### src/hdl/cda_pkg.sv
// Shared types, command codes and calendar helpers for the date adder.
`timescale 1ns / 1ps

package cda_pkg;

  localparam int YEAR_BITS_DEF = 16;

  localparam logic [1:0] OP_DAYS   = 2'd0;
  localparam logic [1:0] OP_MONTHS = 2'd1;
  localparam logic [1:0] OP_YEARS  = 2'd2;
  localparam logic [1:0] OP_LOAD   = 2'd3;

  typedef struct packed {
    logic [1:0]  cmd;
    logic [15:0] amount;
    logic [15:0] load_year;
    logic [3:0]  load_month;
    logic [4:0]  load_day;
  } cda_in_t;

  typedef struct packed {
    logic [15:0] date_year;
    logic [3:0]  date_month;
    logic [4:0]  date_day;
    logic        year_overflow;
  } cda_out_t;

  // Commands from the controller to the datapath.
  typedef struct packed {
    logic capture;
    logic day_step;
    logic div_go;
    logic div_year;
    logic apply_q;
    logic take_rem;
    logic fix_spill;
    logic fix_load;
    logic emit;
  } cda_ctl_t;

  // Status from the datapath to the controller.
  typedef struct packed {
    logic day_fits;
    logic div_busy;
  } cda_sts_t;

  // Leap year from the year modulo 400: divisible by 4 and not a century,
  // unless it is a multiple of 400.
  function automatic logic is_leap(input logic [8:0] r400);
    return (r400[1:0] == 2'd0) && (r400 != 9'd100) && (r400 != 9'd200) &&
           (r400 != 9'd300);
  endfunction

  function automatic logic [4:0] month_len(input logic [3:0] m, input logic leap);
    logic [4:0] len;
    begin
      case (m)
        4'd2:    len = leap ? 5'd29 : 5'd28;
        4'd4, 4'd6, 4'd9, 4'd11: len = 5'd30;
        default: len = 5'd31;
      endcase
      return len;
    end
  endfunction

endpackage

### src/hdl/cda_sdiv.sv
// Constant divider: a month count by 12 or a year modulo 400, in three steps after go.
`timescale 1ns / 1ps

module cda_sdiv #(
  parameter int W = 17
) (
  input  logic         clk,
  input  logic         rst_n,
  input  logic         go,
  input  logic         by_year,
  input  logic [W-1:0] dividend,
  output logic         busy,
  output logic [12:0]  quot,
  output logic [8:0]   rem
);

  // 2^21 / 12 and 2^17 / 25, rounded up; both are exact over the operand ranges used here.
  localparam logic [17:0] RECIP_12  = 18'd174763;
  localparam logic [12:0] RECIP_25  = 13'd5243;
  // A multiple of 25 that keeps the second fold from going negative.
  localparam logic [11:0] FOLD_BIAS = 12'd2050;

  logic        busy_r, busy_nxt;
  logic [1:0]  ph_r, ph_nxt;
  logic        mode_r, mode_nxt;
  logic [3:0]  lo4_r, lo4_nxt;
  logic [20:0] f_r, f_nxt;
  logic [11:0] a_r, a_nxt;
  logic [12:0] q_r, q_nxt;
  logic [8:0]  r_r, r_nxt;

  logic [27:0] y16;
  logic [20:0] fold;
  logic [34:0] prod12;
  logic [24:0] prod25;
  logic [16:0] back12;
  logic [11:0] back25;
  logic [16:0] rem12;
  logic [11:0] rem25;

  // The year modulo 400 is sixteen times (year / 16 mod 25) plus the low four bits.
  // Modulo 25, 2^20 is 1 and 2^10 is -1, so the chunks fold by add and subtract.
  assign y16    = 28'(dividend >> 4);
  assign fold   = 21'(y16[19:0]) + 21'(y16[27:20]);
  assign prod12 = 35'(f_r[16:0]) * 35'(RECIP_12);
  assign prod25 = 25'(a_r) * 25'(RECIP_25);
  assign back12 = 17'(q_r) * 17'd12;
  assign back25 = 12'(q_r) * 12'd25;
  assign rem12  = f_r[16:0] - back12;
  assign rem25  = a_r - back25;

  always_comb begin
    busy_nxt = busy_r;
    ph_nxt   = ph_r;
    mode_nxt = mode_r;
    lo4_nxt  = lo4_r;
    f_nxt    = f_r;
    a_nxt    = a_r;
    q_nxt    = q_r;
    r_nxt    = r_r;
    if (go) begin
      busy_nxt = 1'b1;
      ph_nxt   = 2'd0;
      mode_nxt = by_year;
      lo4_nxt  = dividend[3:0];
      f_nxt    = by_year ? fold : 21'(dividend[16:0]);
    end else if (busy_r) begin
      ph_nxt = ph_r + 2'd1;
      case (ph_r)
        2'd0: begin
          if (mode_r) begin
            a_nxt = 12'(f_r[9:0]) + FOLD_BIAS - 12'(f_r[20:10]);
          end else begin
            q_nxt = prod12[33:21];
          end
        end
        2'd1: begin
          if (mode_r) begin
            q_nxt = 13'(prod25[24:17]);
          end else begin
            r_nxt = 9'(rem12);
          end
        end
        default: begin
          if (mode_r) begin
            r_nxt = {rem25[4:0], lo4_r};
          end
          busy_nxt = 1'b0;
        end
      endcase
    end
  end

  always_ff @(posedge clk) begin
    if (!rst_n) begin
      busy_r <= 1'b0;
      ph_r   <= '0;
    end else begin
      busy_r <= busy_nxt;
      ph_r   <= ph_nxt;
    end
  end

  always_ff @(posedge clk) begin
    mode_r <= mode_nxt;
    lo4_r  <= lo4_nxt;
    f_r    <= f_nxt;
    a_r    <= a_nxt;
    q_r    <= q_nxt;
    r_r    <= r_nxt;
  end

  assign busy = busy_r;
  assign quot = q_r;
  assign rem  = r_r;

endmodule

### src/hdl/cda_dp.sv
// Datapath: date registers, year-mod-400 tracking, month walk and result register.
`timescale 1ns / 1ps

module cda_dp #(
  parameter int YEAR_BITS = 16
) (
  input  logic              clk,
  input  logic              rst_n,
  input  cda_pkg::cda_in_t  in_item,
  input  cda_pkg::cda_ctl_t ctl,
  output cda_pkg::cda_sts_t sts,
  output logic              out_valid,
  output cda_pkg::cda_out_t out_item
);

  import cda_pkg::*;

  localparam int DIV_W = (YEAR_BITS > 17) ? YEAR_BITS : 17;

  logic [YEAR_BITS-1:0] year_r, year_nxt;
  logic [8:0]           rem400_r, rem400_nxt;
  logic [3:0]           month_r, month_nxt;
  logic [4:0]           day_r, day_nxt;
  logic [15:0]          left_r, left_nxt;
  logic [15:0]          amt_r, amt_nxt;
  logic                 wrap_r, wrap_nxt;
  logic                 out_valid_r;
  cda_out_t             out_item_r;

  logic                 leap;
  logic [4:0]           last;
  logic [16:0]          day_sum;
  logic [5:0]           step;
  logic [3:0]           month_inc;
  logic [YEAR_BITS-1:0] year_inc;
  logic                 inc_wrap;
  logic [8:0]           rem_inc;
  logic [DIV_W-1:0]     addend;
  logic [DIV_W:0]       sum;
  logic                 sum_wrap;
  logic [YEAR_BITS-1:0] sum_year;
  logic [DIV_W-1:0]     div_dividend;
  logic                 div_busy;
  logic [12:0]          div_quot;
  logic [8:0]           div_rem;
  logic [3:0]           load_m;
  logic [4:0]           load_d;

  assign leap    = is_leap(rem400_r);
  assign last    = month_len(month_r, leap);
  assign day_sum = 17'(day_r) + 17'(left_r);
  // Zero when a day sits one past the month end (Feb 29 after a year add).
  assign step    = 6'(last) - 6'(day_r) + 6'd1;

  assign month_inc = (month_r == 4'd12) ? 4'd1 : month_r + 4'd1;
  assign year_inc  = year_r + YEAR_BITS'(1);
  assign inc_wrap  = &year_r;
  assign rem_inc   = inc_wrap ? 9'd0 : ((rem400_r == 9'd399) ? 9'd0 : rem400_r + 9'd1);

  assign addend   = ctl.apply_q ? DIV_W'(div_quot) : DIV_W'(in_item.amount);
  assign sum      = (DIV_W+1)'(year_r) + (DIV_W+1)'(addend);
  assign sum_wrap = (sum >> YEAR_BITS) != '0;
  assign sum_year = sum[YEAR_BITS-1:0];

  assign div_dividend = ctl.div_year ? DIV_W'(year_r)
                                     : DIV_W'(month_r) - DIV_W'(1) + DIV_W'(amt_r);

  assign load_m = (in_item.load_month == 4'd0) ? 4'd1 :
                  (in_item.load_month > 4'd12) ? 4'd12 : in_item.load_month;
  assign load_d = (day_r == 5'd0) ? 5'd1 : day_r;

  cda_sdiv #(
    .W (DIV_W)
  ) u_div (
    .clk      (clk),
    .rst_n    (rst_n),
    .go       (ctl.div_go),
    .by_year  (ctl.div_year),
    .dividend (div_dividend),
    .busy     (div_busy),
    .quot     (div_quot),
    .rem      (div_rem)
  );

  always_comb begin
    year_nxt   = year_r;
    rem400_nxt = rem400_r;
    month_nxt  = month_r;
    day_nxt    = day_r;
    left_nxt   = left_r;
    amt_nxt    = amt_r;
    wrap_nxt   = wrap_r;

    if (ctl.capture) begin
      wrap_nxt = 1'b0;
      amt_nxt  = in_item.amount;
      case (in_item.cmd)
        OP_DAYS: begin
          left_nxt = in_item.amount;
        end
        OP_YEARS: begin
          year_nxt = sum_year;
          wrap_nxt = sum_wrap;
        end
        OP_LOAD: begin
          year_nxt  = YEAR_BITS'(in_item.load_year);
          month_nxt = load_m;
          day_nxt   = in_item.load_day;
        end
        default: begin
        end
      endcase
    end

    if (ctl.day_step) begin
      if (day_sum <= 17'(last)) begin
        day_nxt = day_sum[4:0];
      end else begin
        left_nxt  = left_r - 16'(step);
        day_nxt   = 5'd1;
        month_nxt = month_inc;
        if (month_r == 4'd12) begin
          year_nxt   = year_inc;
          rem400_nxt = rem_inc;
          wrap_nxt   = wrap_r | inc_wrap;
        end
      end
    end

    if (ctl.apply_q) begin
      year_nxt  = sum_year;
      wrap_nxt  = wrap_r | sum_wrap;
      month_nxt = div_rem[3:0] + 4'd1;
    end

    if (ctl.take_rem) begin
      rem400_nxt = div_rem;
    end

    if (ctl.fix_spill && (day_r > last)) begin
      day_nxt   = day_r - last;
      month_nxt = month_inc;
      if (month_r == 4'd12) begin
        year_nxt   = year_inc;
        rem400_nxt = rem_inc;
        wrap_nxt   = wrap_r | inc_wrap;
      end
    end

    if (ctl.fix_load) begin
      day_nxt = (load_d > last) ? last : load_d;
    end
  end

  always_ff @(posedge clk) begin
    if (!rst_n) begin
      year_r      <= YEAR_BITS'(1);
      rem400_r    <= 9'd1;
      month_r     <= 4'd1;
      day_r       <= 5'd1;
      wrap_r      <= 1'b0;
      out_valid_r <= 1'b0;
    end else begin
      year_r      <= year_nxt;
      rem400_r    <= rem400_nxt;
      month_r     <= month_nxt;
      day_r       <= day_nxt;
      wrap_r      <= wrap_nxt;
      out_valid_r <= ctl.emit;
    end
  end

  always_ff @(posedge clk) begin
    left_r <= left_nxt;
    amt_r  <= amt_nxt;
    if (ctl.emit) begin
      out_item_r.date_year     <= 16'(year_r);
      out_item_r.date_month    <= month_r;
      out_item_r.date_day      <= day_r;
      out_item_r.year_overflow <= wrap_r;
    end
  end

  assign sts.day_fits = day_sum <= 17'(last);
  assign sts.div_busy = div_busy;
  assign out_valid    = out_valid_r;
  assign out_item     = out_item_r;

endmodule

### src/hdl/cda_ctrl.sv
// Controller state machine that sequences each command through the datapath.
`timescale 1ns / 1ps

module cda_ctrl (
  input  logic              clk,
  input  logic              rst_n,
  input  logic              start,
  input  logic [1:0]        in_cmd,
  input  cda_pkg::cda_sts_t sts,
  output cda_pkg::cda_ctl_t ctl,
  output logic              busy
);

  import cda_pkg::*;

  localparam logic [3:0] S_IDLE   = 4'd0;
  localparam logic [3:0] S_DAYS   = 4'd1;
  localparam logic [3:0] S_MGO    = 4'd2;
  localparam logic [3:0] S_MWAIT  = 4'd3;
  localparam logic [3:0] S_MAPPLY = 4'd4;
  localparam logic [3:0] S_YGO    = 4'd5;
  localparam logic [3:0] S_YWAIT  = 4'd6;
  localparam logic [3:0] S_FIX    = 4'd7;
  localparam logic [3:0] S_EMIT   = 4'd8;

  logic [3:0] state_r, state_nxt;
  logic [1:0] op_r, op_nxt;

  always_comb begin
    state_nxt = state_r;
    op_nxt    = op_r;
    ctl       = '0;
    case (state_r)
      S_IDLE: begin
        if (start) begin
          ctl.capture = 1'b1;
          op_nxt      = in_cmd;
          case (in_cmd)
            OP_DAYS:   state_nxt = S_DAYS;
            OP_MONTHS: state_nxt = S_MGO;
            default:   state_nxt = S_YGO;
          endcase
        end
      end
      S_DAYS: begin
        ctl.day_step = 1'b1;
        if (sts.day_fits) begin
          state_nxt = S_EMIT;
        end
      end
      S_MGO: begin
        ctl.div_go = 1'b1;
        state_nxt  = S_MWAIT;
      end
      S_MWAIT: begin
        if (!sts.div_busy) begin
          state_nxt = S_MAPPLY;
        end
      end
      S_MAPPLY: begin
        ctl.apply_q = 1'b1;
        state_nxt   = S_YGO;
      end
      S_YGO: begin
        ctl.div_go   = 1'b1;
        ctl.div_year = 1'b1;
        state_nxt    = S_YWAIT;
      end
      S_YWAIT: begin
        ctl.div_year = 1'b1;
        if (!sts.div_busy) begin
          ctl.take_rem = 1'b1;
          state_nxt    = S_FIX;
        end
      end
      S_FIX: begin
        ctl.fix_spill = (op_r == OP_MONTHS);
        ctl.fix_load  = (op_r == OP_LOAD);
        state_nxt     = S_EMIT;
      end
      S_EMIT: begin
        ctl.emit  = 1'b1;
        state_nxt = S_IDLE;
      end
      default: begin
        state_nxt = S_IDLE;
      end
    endcase
  end

  always_ff @(posedge clk) begin
    if (!rst_n) begin
      state_r <= S_IDLE;
      op_r    <= OP_DAYS;
    end else begin
      state_r <= state_nxt;
      op_r    <= op_nxt;
    end
  end

  assign busy = state_r != S_IDLE;

endmodule

### src/hdl/calendar_date_adder.sv
// Top level of the Gregorian date adder: controller plus datapath.
`timescale 1ns / 1ps

// A command item is taken when start is high and busy is low; busy stays high
// until the item is finished, and the result then appears on out_item for one
// cycle with out_valid high, with no way for the receiver to hold it off.
// A new item may be started in the cycle the result is shown. A day add keeps
// busy high while the month-walk loop steps across each month boundary. A year
// add or a load passes once through the three-step constant divider, which
// finds the year modulo 400 for the leap rule; a month add passes through it
// twice, first to reduce the month count by 12.

module calendar_date_adder #(
  parameter int YEAR_BITS = cda_pkg::YEAR_BITS_DEF
) (
  input  logic              clk,
  input  logic              rst_n,
  input  logic              start,
  output logic              busy,
  input  cda_pkg::cda_in_t  in_item,
  output logic              out_valid,
  output cda_pkg::cda_out_t out_item
);

  import cda_pkg::*;

  cda_ctl_t ctl;
  cda_sts_t sts;

  cda_ctrl u_ctrl (
    .clk    (clk),
    .rst_n  (rst_n),
    .start  (start),
    .in_cmd (in_item.cmd),
    .sts    (sts),
    .ctl    (ctl),
    .busy   (busy)
  );

  cda_dp #(
    .YEAR_BITS (YEAR_BITS)
  ) u_dp (
    .clk       (clk),
    .rst_n     (rst_n),
    .in_item   (in_item),
    .ctl       (ctl),
    .sts       (sts),
    .out_valid (out_valid),
    .out_item  (out_item)
  );

endmodule
### config.mk
export PLATFORM = sky130hd
export DESIGN_NAME = calendar_date_adder
export DESIGN_NICKNAME = d
export VERILOG_FILES = /design/src/hdl/cda_pkg.sv /design/src/hdl/cda_sdiv.sv /design/src/hdl/cda_dp.sv /design/src/hdl/cda_ctrl.sv /design/src/hdl/calendar_date_adder.sv
export SDC_FILE = /design/constraint.sdc
export NUM_CORES = 1
export LEC_CHECK = 0
export BUFFER_PORTS_ARGS = -buffer_cell sky130_fd_sc_hd__buf_2
export CAP_MARGIN = 25
export CORE_MARGIN = 2
export CORE_UTILIZATION = 56
export CTS_BUF_LIST = sky130_fd_sc_hd__clkbuf_4 sky130_fd_sc_hd__clkbuf_8 sky130_fd_sc_hd__clkbuf_16
export DETAILED_ROUTE_END_ITERATION = 16
export PLACE_DENSITY = 0.85
export SLEW_MARGIN = 0
export SYNTH_ARGS = -nofsm -noshare
export SYNTH_HDL_FRONTEND = slang
export SYNTH_HIERARCHICAL = 1
export SYNTH_SLANG_ARGS = --single-unit
export TNS_END_PERCENT = 30
### constraint.sdc
create_clock -name clk -period 5.73 [get_ports clk]
set_input_delay 0.2865 -clock clk [delete_from_list [all_inputs] [get_ports clk]]
set_output_delay 0.2865 -clock clk [all_outputs]
set_load 0.02 [all_outputs]
==> impl_results.md, run 1 <==
- Outcome: completed
- Drt pass-1 iters: 6
- Via count: roughly 16000
- Final Critical Period: 5570 ps
- Mean post-synth cell area: 9.18 um2
- Most used DFF post-synth: edfxtp_1
- Worst Tran Pin Value: between 1000 and 1500 ps
- WL/cell: 18.8 um
- Mapped cell area: ~19000 um2
- Gr usage total: about 28%
- Antenna violations before repair: 0
- Relative slew margins: approximately 24%
- Critical path class: reg2reg
- Critical Path RT: between 5000 and 6000 ps
- Worst path cell trace: ha_4 -> inv_2 -> fa_2 -> buf_4 -> inv_1 -> fa_1 -> ha_1 -> fa_1 -> inv_1 -> fa_1 -> inv_1 -> ha_1 -> nand4_1 -> a211oi_2 -> a21o_1 -> o21ai_2 -> a311oi_4 -> or2_4 -> o41ai_4 -> mux2_4
- Max incr delay on CP: between 500 and 600 ps
- TritonCTS buffer count: 17
- H-tree level count: 4
- Arrival @ worst endpoint: about 5800 ps
- Worst-Skew Late Latency: approximately 440 ps
- Vert. Die Dim: about 190 um
- # IOs: between 70 and 80
- Clk slew on worst S/H paths: approximately 70 ps
- Placed instance area: just over 20000 um2
- Yosys Warn Count: 6
- Dpl hpwl: between 30 and 40 mm
- Commonest non-fill, non-tap cell in the layout: inv_1
- Initial Util: 56.9%
- Drt via density: between 6 and 7
- Layout cell share with drive strength beyond 1: 13.0%
- Gr ovfl total: 0
- GR peak layer: met2
- Met2 track utilization from global routing: ~47%
- Site row count: 67
- Layout fillers: between 2000 and 3000
- CP Max Fanout: 2
- Crit start category: register
- Clk buf depth: 2
- Layout Nets: approximately 2700
- Final setup vio count: 0
- Diodes inserted: 0
- Worst path slowest cell: fa_2
- Final Wtd Congestion: between 0.9 and 1
- Post-synthesis sequential area ratio: ~22%
- Core area: ~34000 um2
- GR met3 Demand/Resource: 4.75%
- RSZ-0062 raised after global routing: true
- Max-cap violations: 0
- Vias in the first global route: 15986
- Async S/R FF share, synth: 0%
- #FFs+latches synth: between 150 and 200
- EDFF count, synth: just under 100
- # clock sinks: between 150 and 200
- Post-route cell area: between 20000 and 25000 um2
- Synthesized netlist cell count: 2083
- Max Slew Vio Count: 0
- DRT antenna net count: 0
- Die span in x: ~190 um
- DRT Wirelength: between 40 and 50 mm
- Root buffer cell: clkbuf_16
- Crit end category: register
- Yosys cell types: 98
- HP Class: in2reg
- DR iter-0 viols: approximately 1600
- Final period util: 97.3%
- Fmax: between 0.15 and 0.2 GHz
- Fin. Hold Viols: 0
- Most frequent cells in the layout: 337 x inv_1, 291 x ha_1, 132 x fa_1
- IO buf count: between 70 and 80
- Largest net degree at the start of global routing: 42
- Global Route met1 Usage: between 30% and 40%
- Synthesized Nets: 2570
- First-pass GRT wire length: ~81 mm
- Drc violations: 0
- Layout Skew: 16.3 ps
- Die ar.: ~36000 um2
- Area Growth Syn to Fin: 10.6%
- CTS tree: yes
==> Yosys cell counts, types with 5 or more instances <==
library cell  instances  area [um2]
o22a_1                5        43.8
a211oi_1             22         165
a2111oi_0             7        61.3
nor2_1              122         458
o22ai_1               5        31.3
xnor2_1              60         526
o21a_1               12        90.1
a21o_1               27         203
edfxtp_1             98        2940
nor3b_1               5        37.5
mux2i_1              15         150
fa_1                138        2760
inv_1               344        1290
dfxtp_1              61        1220
or2_2                 6        37.5
o2111ai_1             5        43.8
o221ai_1              9        78.8
o31ai_1              13        97.6
mux2_2               31         349
buf_2                11        55.1
nand2_1             110         413
o221a_2               7        78.8
nor3_1               38         190
nand3_1              41         205
xor2_1               49         429
nand2b_1             18         113
and3_1               20         125
and2_1               11        68.8
o21ai_1               7        35.0
a311oi_1             13         114
a21boi_0              6        45.0
nand4_1              16         100
a31oi_1              13        81.3
o21ai_0              99         495
clkbuf_1             46         173
o211ai_1             17         128
ha_1                303        3790
nor4_1                5        31.3
o21bai_1             19         143
a21oi_1             121         606
nor2b_1              28         175
==> per-stage QoR <==
step	util, %	setup TNS, ps	worst slack (ps)	cells	hold WS, ps
3_3_place_gp	60.2	-199	-118	2599	464
3_5_place_dp	60.3	-506	-202	2601	461
6_report	62.9	0	158	2642	85.5
4_1_cts	62.6	0	2.22	2638	80.6
5_1_grt	62.9	-1.74	-1.74	2642	69.3
2_1_floorplan	-	0	107	2083	385
==> worst max-delay path: cells and delay by family (launching register included) <==
kind / cells / cell delay, ps
mux: 1 / 330
compound gates: 5 / 850
fa+ha+maj: 7 / 3000
flops: 1 / 430
buf+inv: 5 / 340
simple gates: 2 / 380
==> final cells by class <==
cell class | count | area (um2) | area share (%)
well taps | 448 | 561 | 2.65
clock buffers | 17 | 425 | 2.01
flip-flops and latches | 159 | 4160 | 19.7
inverters | 346 | 1300 | 6.14
multi-input cells | 1511 | 13600 | 64.4
repair buffers | 146 | 937 | 4.43
clock inverters | 15 | 146 | 0.692
==> worst paths after layout <==
check | start | end | slack, ps | cells past startpoint
worst max-delay path | u_dp/u_div/f_r[4] | u_dp/u_div/quot[11] | 160 | 20
worst min register to register | u_dp/wrap_r | u_dp/out_item[0] | 470 | 0
worst min-delay path | in_item[34] | u_dp/amt_r[9] | 90 | 1
worst max register to register | u_dp/u_div/f_r[4] | u_dp/u_div/quot[11] | 160 | 20
==> layer usage <==
| metal | wire length, um | up-vias |
|---|---|---|
| met2 | 23200 | 742 |
| met3 | 4250 | 149 |
| met5 | 0 | - |
| met4 | 1630 | 0 |
| met1 | 20600 | 7720 |
| li1 | - | 7427 |
==> state kept, by name, indices dropped and copies added, names as in the netlist, 5 cells and up <==
name             count
u_dp/amt_r          16
u_dp/day_r           5
u_dp/left_r         16
u_dp/out_item       26
u_dp/rem400_r        9
u_dp/u_div/a_r      12
u_dp/u_div/f_r      17
u_dp/u_div/quot     13
u_dp/u_div/rem       9
u_dp/year_r         16
==> kinds of logic (layout without fill, tap and decap cells) <==
family,count (synthesis),in the layout,share of synthesized area [%]
AO/OA/AOI/OAI,461,461,16.1
AND/OR/NAND/NOR,453,453,11.8
adder cells (fa/ha/maj),441,441,34.3
buffers and inverters,413,524,8.39
flip-flops,159,159,21.8
XOR/XNOR,109,109,4.99
multiplexers,47,47,2.69
==> timing repair <==
| action | CTS | global route |
|---|---|---|
| endpoints found under the setup margin | 4 | 9 |
| hold buffers | 0 | 0 |
| cloned | 0 | 0 |
| gates resized for setup | 25 | 18 |
| pin swaps | 23 | 29 |
| buffers inserted | 6 | 2 |
Power of run 1 is not shown: default switching activity piles up to over one toggle a cycle in this logic, so the estimate is an artifact.
==> run 2: changes to the inputs <==
--- a/config.mk
+++ b/config.mk
@@ -11,7 +11,7 @@
 export CORE_UTILIZATION = 56
 export CTS_BUF_LIST = sky130_fd_sc_hd__clkbuf_4 sky130_fd_sc_hd__clkbuf_8 sky130_fd_sc_hd__clkbuf_16
 export DETAILED_ROUTE_END_ITERATION = 16
-export PLACE_DENSITY = 0.85
+export PLACE_DENSITY = 0.76
 export SLEW_MARGIN = 0
 export SYNTH_ARGS = -nofsm -noshare
 export SYNTH_HDL_FRONTEND = slang
==> run 2 against run 1 <==
Compared with the run above: cell count unchanged; first-iteration DRC count decreased by 16%; highest routed layer unchanged; critical path depth fell by 1; clock-buffer cell count increased by 4.
==> impl_results.md, run 2 (synthesis results as in run 1) <==
- Via count: 15682 (was 16038)
- Pre-CTS setup slack: -121 ps (was -202 ps)
- DRT antenna net count: 0 (unchanged)
- Hold slack: 110 ps (was 85.5 ps)
- CTS tree: yes (unchanged)
- Vert. Die Dim: 189 um (unchanged)
- Layout Nets: 2668 (unchanged)
- Drt via density: 5.94 (was 6.07)
- Clk slew on worst S/H paths: 60 ps (was 70 ps)
- Root buffer cell: clkbuf_16 (unchanged)
- Critical Path RT: 5920 ps (was 5910 ps)
- IO buf count: 73 (unchanged)
- HP Class: in2reg (unchanged)
- R2R depth: 19 (was 20)
- Fin. Hold Viols: 0 (unchanged)
- Dpl hpwl: 39.1 mm (was 39.4 mm)
- Critical path class: reg2reg (unchanged)
- TritonCTS buffer count: 17 (unchanged)
- Worst hold stages: 1 (unchanged)
- Worst-Skew Late Latency: 440 ps (about the same)
- Commonest non-fill, non-tap cell in the layout: inv_1 (unchanged)
- Gr ovfl total: 0 (unchanged)
- Drc violations: 0 (unchanged)
- Crit end category: register (unchanged)
- DR iter-0 viols: 1377 (was 1647)
- Final period util: 99.6% (was 97.3%)
- Hold_buf cts: 0 (unchanged)
- Final setup vio count: 0 (unchanged)
- Final Critical Period: 5710 ps (was 5570 ps)
- Clk buf depth: 2 (unchanged)
- Area Growth Syn to Fin: 10.3% (was 10.6%)
- Die ar.: 35700 um2 (unchanged)
- Diodes inserted: 0 (unchanged)
- Arrival @ worst endpoint: 5890 ps (was 5760 ps)
- Final Wtd Congestion: 0.942 (was 0.975)
- CP Max Fanout: 3 (was 2)
- Outcome: completed (unchanged)
- Site row count: 67 (unchanged)
- Max-cap violations: 0 (unchanged)
- First-pass GRT wire length: 79.5 mm (was 80.6 mm)
- Vias in the first global route: 15430 (was 15986)
- # clock sinks: 159 (unchanged)
- Layout Skew: 12.4 ps (was 16.3 ps)
- Largest net degree at the start of global routing: 50 (was 42)
- RSZ-0062 raised after global routing: true (unchanged)
- Antenna violations before repair: 0 (unchanged)
- Worst Tran Pin Value: 996 ps (was 1120 ps)
- # IOs: 74 (unchanged)
- Fin util: 62.8% (was 62.9%)
- Drt pass-1 iters: 6 (unchanged)
- Max Slew Vio Count: 0 (unchanged)
- Number of flip-flops under the largest register name: 26 (unchanged)
- Die span in x: 189 um (unchanged)
- Most frequent cells in the layout: 341 x inv_1, 292 x ha_1, 133 x fa_1 (was 337 x inv_1, 291 x ha_1, 132 x fa_1)
- Relative slew margins: 33.3% (was 24.5%)
- Fmax: 0.175 GHz (was 0.179 GHz)
- WL/cell: 18.6 um (was 18.8 um)
- Core area: 33600 um2 (unchanged)
- Crit start category: register (unchanged)
- Gr usage total: 28.0% (was 28.2%)
- Layout cell share with drive strength beyond 1: 12.9% (was 13.0%)
- DRT Wirelength: 49.1 mm (was 49.6 mm)
- Initial Util: 56.9% (unchanged)
- Post-Route Setup TNS: 0 ps (unchanged)
- Setup ws final: 24.6 ps (was 158 ps)
- H-tree level count: 4 (unchanged)
- Setup slack, reg-to-reg: 20 ps (was 160 ps)
[run 2: changes by cell type in the layout (fill, tap and decap cells not counted), sizes merged]
cell,previous run,this run
buf,145,146
clkbuf,18,21
inv,354,351
clkinvlp,1,0
[run 2: per-layer routing]
metal / share of wire, % / track usage [%]
met4: 2.6 / 8.44
met5: 0 / 0
met3: 7.6 / 4.30
met1: 45 / 39.1
met2: 45 / 44.9
[run 2: repair_timing]
item,CTS,global route
resized for setup,24,11
endpoints found under the setup margin,2,8
buffers inserted,7,2
pin swaps,22,9
[run 2: path summary, 6_finish.rpt]
path,to,start
setup reg to reg,u_dp/u_div/quot[11],u_dp/u_div/f_r[4]
setup / recovery,u_dp/u_div/quot[11],u_dp/u_div/f_r[4]
hold reg to reg,u_ctrl/op_r[0],u_ctrl/op_r[0]
hold / removal,u_dp/amt_r[9],in_item[34]
[run 2: final cells by class]
cell class | count | area [um2]
clock buffer | 21 | 462
clock inverter | 11 | 105
fill | 2720 | 12500
inverter | 346 | 1300
multi-input combinational | 1511 | 13600
sequential | 159 | 4160
tap | 448 | 561
timing repair buffer | 146 | 915
[run 2: per-stage QoR]
step,cell area [um2],instances
4_1_cts,21000,2640
3_3_place_gp,20300,2601
3_5_place_dp,20300,2603
2_1_floorplan,19100,2083
5_1_grt,21100,2642
6_report,21100,2642
[run 2: critical path: stages (launching register included)]
cell	delay, ps
edfxtp_1	450
ha_4	300
inv_2	40
fa_2	560
fa_2	500
fa_1	500
inv_1	50
fa_1	530
inv_1	50
fa_1	520
inv_1	60
ha_4	220
a211oi_2	230
o21bai_1	120
a21oi_2	170
nand2b_4	150
a311oi_2	130
or2_4	280
o41ai_4	260
mux2_4	330
Power of run 2 is left out for the same reason.
==> run 3: changes to the inputs <==
--- a/config.mk
+++ b/config.mk
@@ -5,8 +5,10 @@
 export SDC_FILE = /design/constraint.sdc
 export NUM_CORES = 1
 export LEC_CHECK = 0
+export ABC_AREA = 1
 export BUFFER_PORTS_ARGS = -buffer_cell sky130_fd_sc_hd__buf_2
 export CAP_MARGIN = 25
+export CORE_ASPECT_RATIO = 0.6
 export CORE_MARGIN = 2
 export CORE_UTILIZATION = 56
 export CTS_BUF_LIST = sky130_fd_sc_hd__clkbuf_4 sky130_fd_sc_hd__clkbuf_8 sky130_fd_sc_hd__clkbuf_16
==> constraint.sdc (replaced) <==
create_clock -name clk -period 4.8 [get_ports clk]
set_input_delay 0.24 -clock clk [delete_from_list [all_inputs] [get_ports clk]]
set_output_delay 0.24 -clock clk [all_outputs]
set_load 0.02 [all_outputs]
==> run 3 against run 2 <==
Compared with the run above: the run now ends with setup timing left; global-route usage increased by 4.3 points; maximum frequency increased by 14%; synthesized cell count increased by 31%; sequential cell count unchanged; synthesized area increased by 8.1%; sequential share of layout area decreased by 2.2 points; worst hold slack got worse by 110 ps; largest cell class unchanged; highest routed layer is now met5.
==> impl_results.md, run 3 <==
- Via count: 19493 (was 15682)
- Largest family of logic cells by synthesized area: adder cells (unchanged)
- Die ar.: 38500 um2 (was 35700 um2)
- Worst path slowest cell: fa_1 (was fa_2)
- GR met3 Demand/Resource: 13.0% (was 4.30%)
- Vert. Die Dim: 153 um (was 189 um)
- Most frequent cells in the layout: 552 x nand2_1, 511 x inv_1, 283 x ha_1 (was 341 x inv_1, 292 x ha_1, 133 x fa_1)
- Area Growth Syn to Fin: 14.9% (was 10.3%)
- Async S/R FF share, synth: 0% (unchanged)
- Gr ovfl total: 0 (unchanged)
- Clk buf depth: 2 (unchanged)
- DRT antenna net count: 0 (unchanged)
- Top cells by area, synth: ha_1 18%, edfxtp_1 14%, fa_1 13% (was ha_1 20%, edfxtp_1 15%, fa_1 14%)
- DR iter-0 viols: 2251 (was 1377)
- Synth Area in XOR/XNOR: 3.13% (was 4.99%)
- Worst Tran Pin Value: 1010 ps (was 996 ps)
- #FFs+latches synth: 159 (unchanged)
- Post-synth top cells: 566 x nand2_1, 529 x inv_1, 303 x ha_1 (was 344 x inv_1, 303 x ha_1, 138 x fa_1)
- Arrival @ worst endpoint: 5240 ps (was 5890 ps)
- Max-cap violations: 0 (unchanged)
- Simple-gate share of the synthesized area: 22.7% (was 11.8%)
- Yosys Warn Count: 6 (unchanged)
- Most used DFF post-synth: edfxtp_1 (unchanged)
- Met2 track utilization from global routing: 43.1% (was 44.9%)
- # IOs: 74 (unchanged)
- Layout fillers: 3115 (was 2720)
- Failing checks: setup timing
- Crit end category: register (unchanged)
- CP most frequent cell: fa_1
- H-tree level count: 4 (unchanged)
- Drt via density: 5.72 (was 5.94)
- Outcome: finished with violations (was completed)
- Compound-Gate Fraction of Synth Area: 11.2% (was 16.1%)
- WL/cell: 18.4 um (was 18.6 um)
- Critical path class: reg2reg (unchanged)
- EDFF count, synth: 98 (unchanged)
- Layout Nets: 3407 (was 2668)
- Fin util: 65.3% (was 62.8%)
- Max Slew Vio Count: 0 (unchanged)
- Final Wtd Congestion: 0.991 (was 0.942)
- Final setup vio count: 13 (was 0)
- Synthesized netlist cell count: 2733 (was 2083)
- Worst-Skew Late Latency: 460 ps (was 440 ps)
- Number of flip-flops under the largest register name: 26 (unchanged)
- Global Route met1 Usage: 48.4% (was 39.1%)
- Gr usage total: 32.3% (was 28.0%)
- Mean post-synth cell area: 7.57 um2 (was 9.18 um2)
- Root buffer cell: clkbuf_16 (unchanged)
- Multi-input gate area: 14800 um2 (was 13600 um2)
- Commonest non-fill, non-tap cell in the layout: nand2_1 (was inv_1)
- TritonCTS buffer count: 17 (unchanged)
- Post-synth top area share: 18.3% (was 19.8%)
- Antenna violations before repair: 5 (was 0)
- RSZ-0062 raised after global routing: true (unchanged)
- Initial Util: 56.9% (about the same)
- Largest area contributor in the netlist: ha_1 (unchanged)
- # clock sinks: 159 (unchanged)
- Setup ws final: -223 ps (was 24.6 ps)
- Fmax: 0.199 GHz (was 0.175 GHz)
- CP Max Fanout: 3 (unchanged)
- Die span in x: 252 um (was 189 um)
- Final Critical Period: 5020 ps (was 5710 ps)
- Dpl hpwl: 51.0 mm (was 39.1 mm)
- Adder-cell share of the synthesized area: 31.7% (was 34.3%)
- Vias in the first global route: 18082 (was 15430)
- Critical Path RT: 5010 ps (was 5920 ps)
- Yosys cell types: 56 (was 98)
- Core area: 36300 um2 (was 33600 um2)
- Layout cell share with drive strength beyond 1: 15.2% (was 12.9%)
- Drc violations: 0 (unchanged)
- CTS tree: yes (unchanged)
- Fin. Hold Viols: 0 (unchanged)
- Multiplexer share of the synthesized area: 0% (was 2.69%)
- Relative slew margins: 31.7% (was 33.3%)
- GR peak layer: met1 (was met2)
- Layout Skew: 12.8 ps (was 12.4 ps)
- Clk slew on worst S/H paths: 70 ps (was 60 ps)
- Crit start category: register (unchanged)
- Max incr delay on CP: 530 ps (was 560 ps)
- Largest net degree at the start of global routing: 44 (was 50)
- Site row count: 54 (was 67)
- Most frequent cell after synthesis: nand2_1 (was inv_1)
- Mapped cell area: 20700 um2 (was 19100 um2)
- DRT Wirelength: 62.7 mm (was 49.1 mm)
- IO buf count: 73 (unchanged)
- Synthesized Nets: 3220 (was 2570)
- Final period util: 105% (was 99.6%)
- First-pass GRT wire length: 97.0 mm (was 79.5 mm)
- Worst path cell trace: ha_4 -> inv_4 -> fa_2 -> buf_4 -> fa_1 -> fa_1 -> inv_1 -> fa_1 -> inv_1 -> fa_1 -> inv_1 -> ha_4 -> a21oi_2 -> o21a_1 -> nor2_1 -> nor2_1 -> nand2_2 -> nand3b_1 -> nand3_1 -> nand2_1 -> nor2_1 (was ha_4 -> inv_2 -> fa_2 -> fa_2 -> fa_1 -> inv_1 -> fa_1 -> inv_1 -> fa_1 -> inv_1 -> ha_4 -> a211oi_2 -> o21bai_1 -> a21oi_2 -> nand2b_4 -> a311oi_2 -> or2_4 -> o41ai_4 -> mux2_4)
- Drt pass-1 iters: 6 (unchanged)
- Post-synthesis sequential area ratio: 20.1% (was 21.8%)
- FF/Latch Area: 4170 um2 (was 4160 um2)
- HP Class: in2reg (unchanged)
-- run 3: cell types whose count changed in the layout (fill, tap and decap cells not counted), moves of 22 or more --
cell     change
inv_2       +22
mux2_2      -31
nor2_1      +23
nand4_1     +24
xnor2_1     -35
nand2_2     +23
a21oi_1     +43
nor2b_1     -28
nand3_1    +121
nand2_1    +442
inv_1      +170
buf_4       +65
-- run 3: logic make-up (layout without fill, tap and decap cells) --
| family | Yosys count | after routing |
|---|---|---|
| AO/OA/AOI/OAI | 410 | 410 |
| XOR/XNOR | 74 | 74 |
| adder cells (fa/ha/maj) | 441 | 441 |
| buffers and inverters | 594 | 794 |
| flip-flops | 159 | 159 |
| other | 0 | 1 |
| AND/OR/NAND/NOR | 1055 | 1055 |
-- run 3: routing by layer --
layer / up-vias / wire (um)
met5: - / 27
met4: 4 / 1210
met3: 113 / 8800
met2: 1022 / 24200
met1: 9103 / 28500
li1: 9251 / -
-- run 3: final timing paths --
kind | depth (start not counted) | end | from | slack (ps)
max | 21 | u_dp/u_div/quot[12] | u_dp/u_div/f_r[4] | -220
min reg2reg | 2 | u_ctrl/op_r[1] | u_ctrl/op_r[1] | 480
max reg2reg | 21 | u_dp/u_div/quot[12] | u_dp/u_div/f_r[4] | -220
min | 1 | u_dp/amt_r[4] | in_item[29] | 4
-- run 3: critical path: cells and delay by family, from the launching register on --
kind                       cells  cell delay [ps]
DFF                            1              440
and+or+nand+nor                7              630
adders and majority gates      7             2950
buffers and inverters          5              380
AOI/OAI and AO/OA              2              380
-- run 3: through the flow --
stage                     worst slack, ps  TNS [ps]  instances  hold slack (ps)  instance area [um2]
after detailed placement             -314     -2630       3349              432                22500
after CTS                            -125      -993       3401             1.97                23600
final                                -223     -1940       3410             4.49                23700
after global routing                 -358     -3920       3409             2.44                23700
after global placement               -203     -1480       3348              433                22500
after floorplan                     -10.9     -10.9       2733              339                20900
-- run 3: timing repair --
action / in CTS / in global routing
buffers inserted: 13 / 7
hold buffers: 7 / 0
setup endpoints to repair: 13 / 15
pin swaps: 55 / 28
hold endpoints to repair: 7 / 0
gates resized for setup: 60 / 41
-- run 3: cell type report --
class	count	share of cell area [%]
multi-input cells	1980	62.4
clock buffers	20	2.11
clock inverters	12	0.616
flip-flops and latches	159	17.5
repair buffers	220	6.28
inverters	542	8.58
well taps	476	2.51
diodes	1	0.0105
Power of run 3 is left out for the same reason.
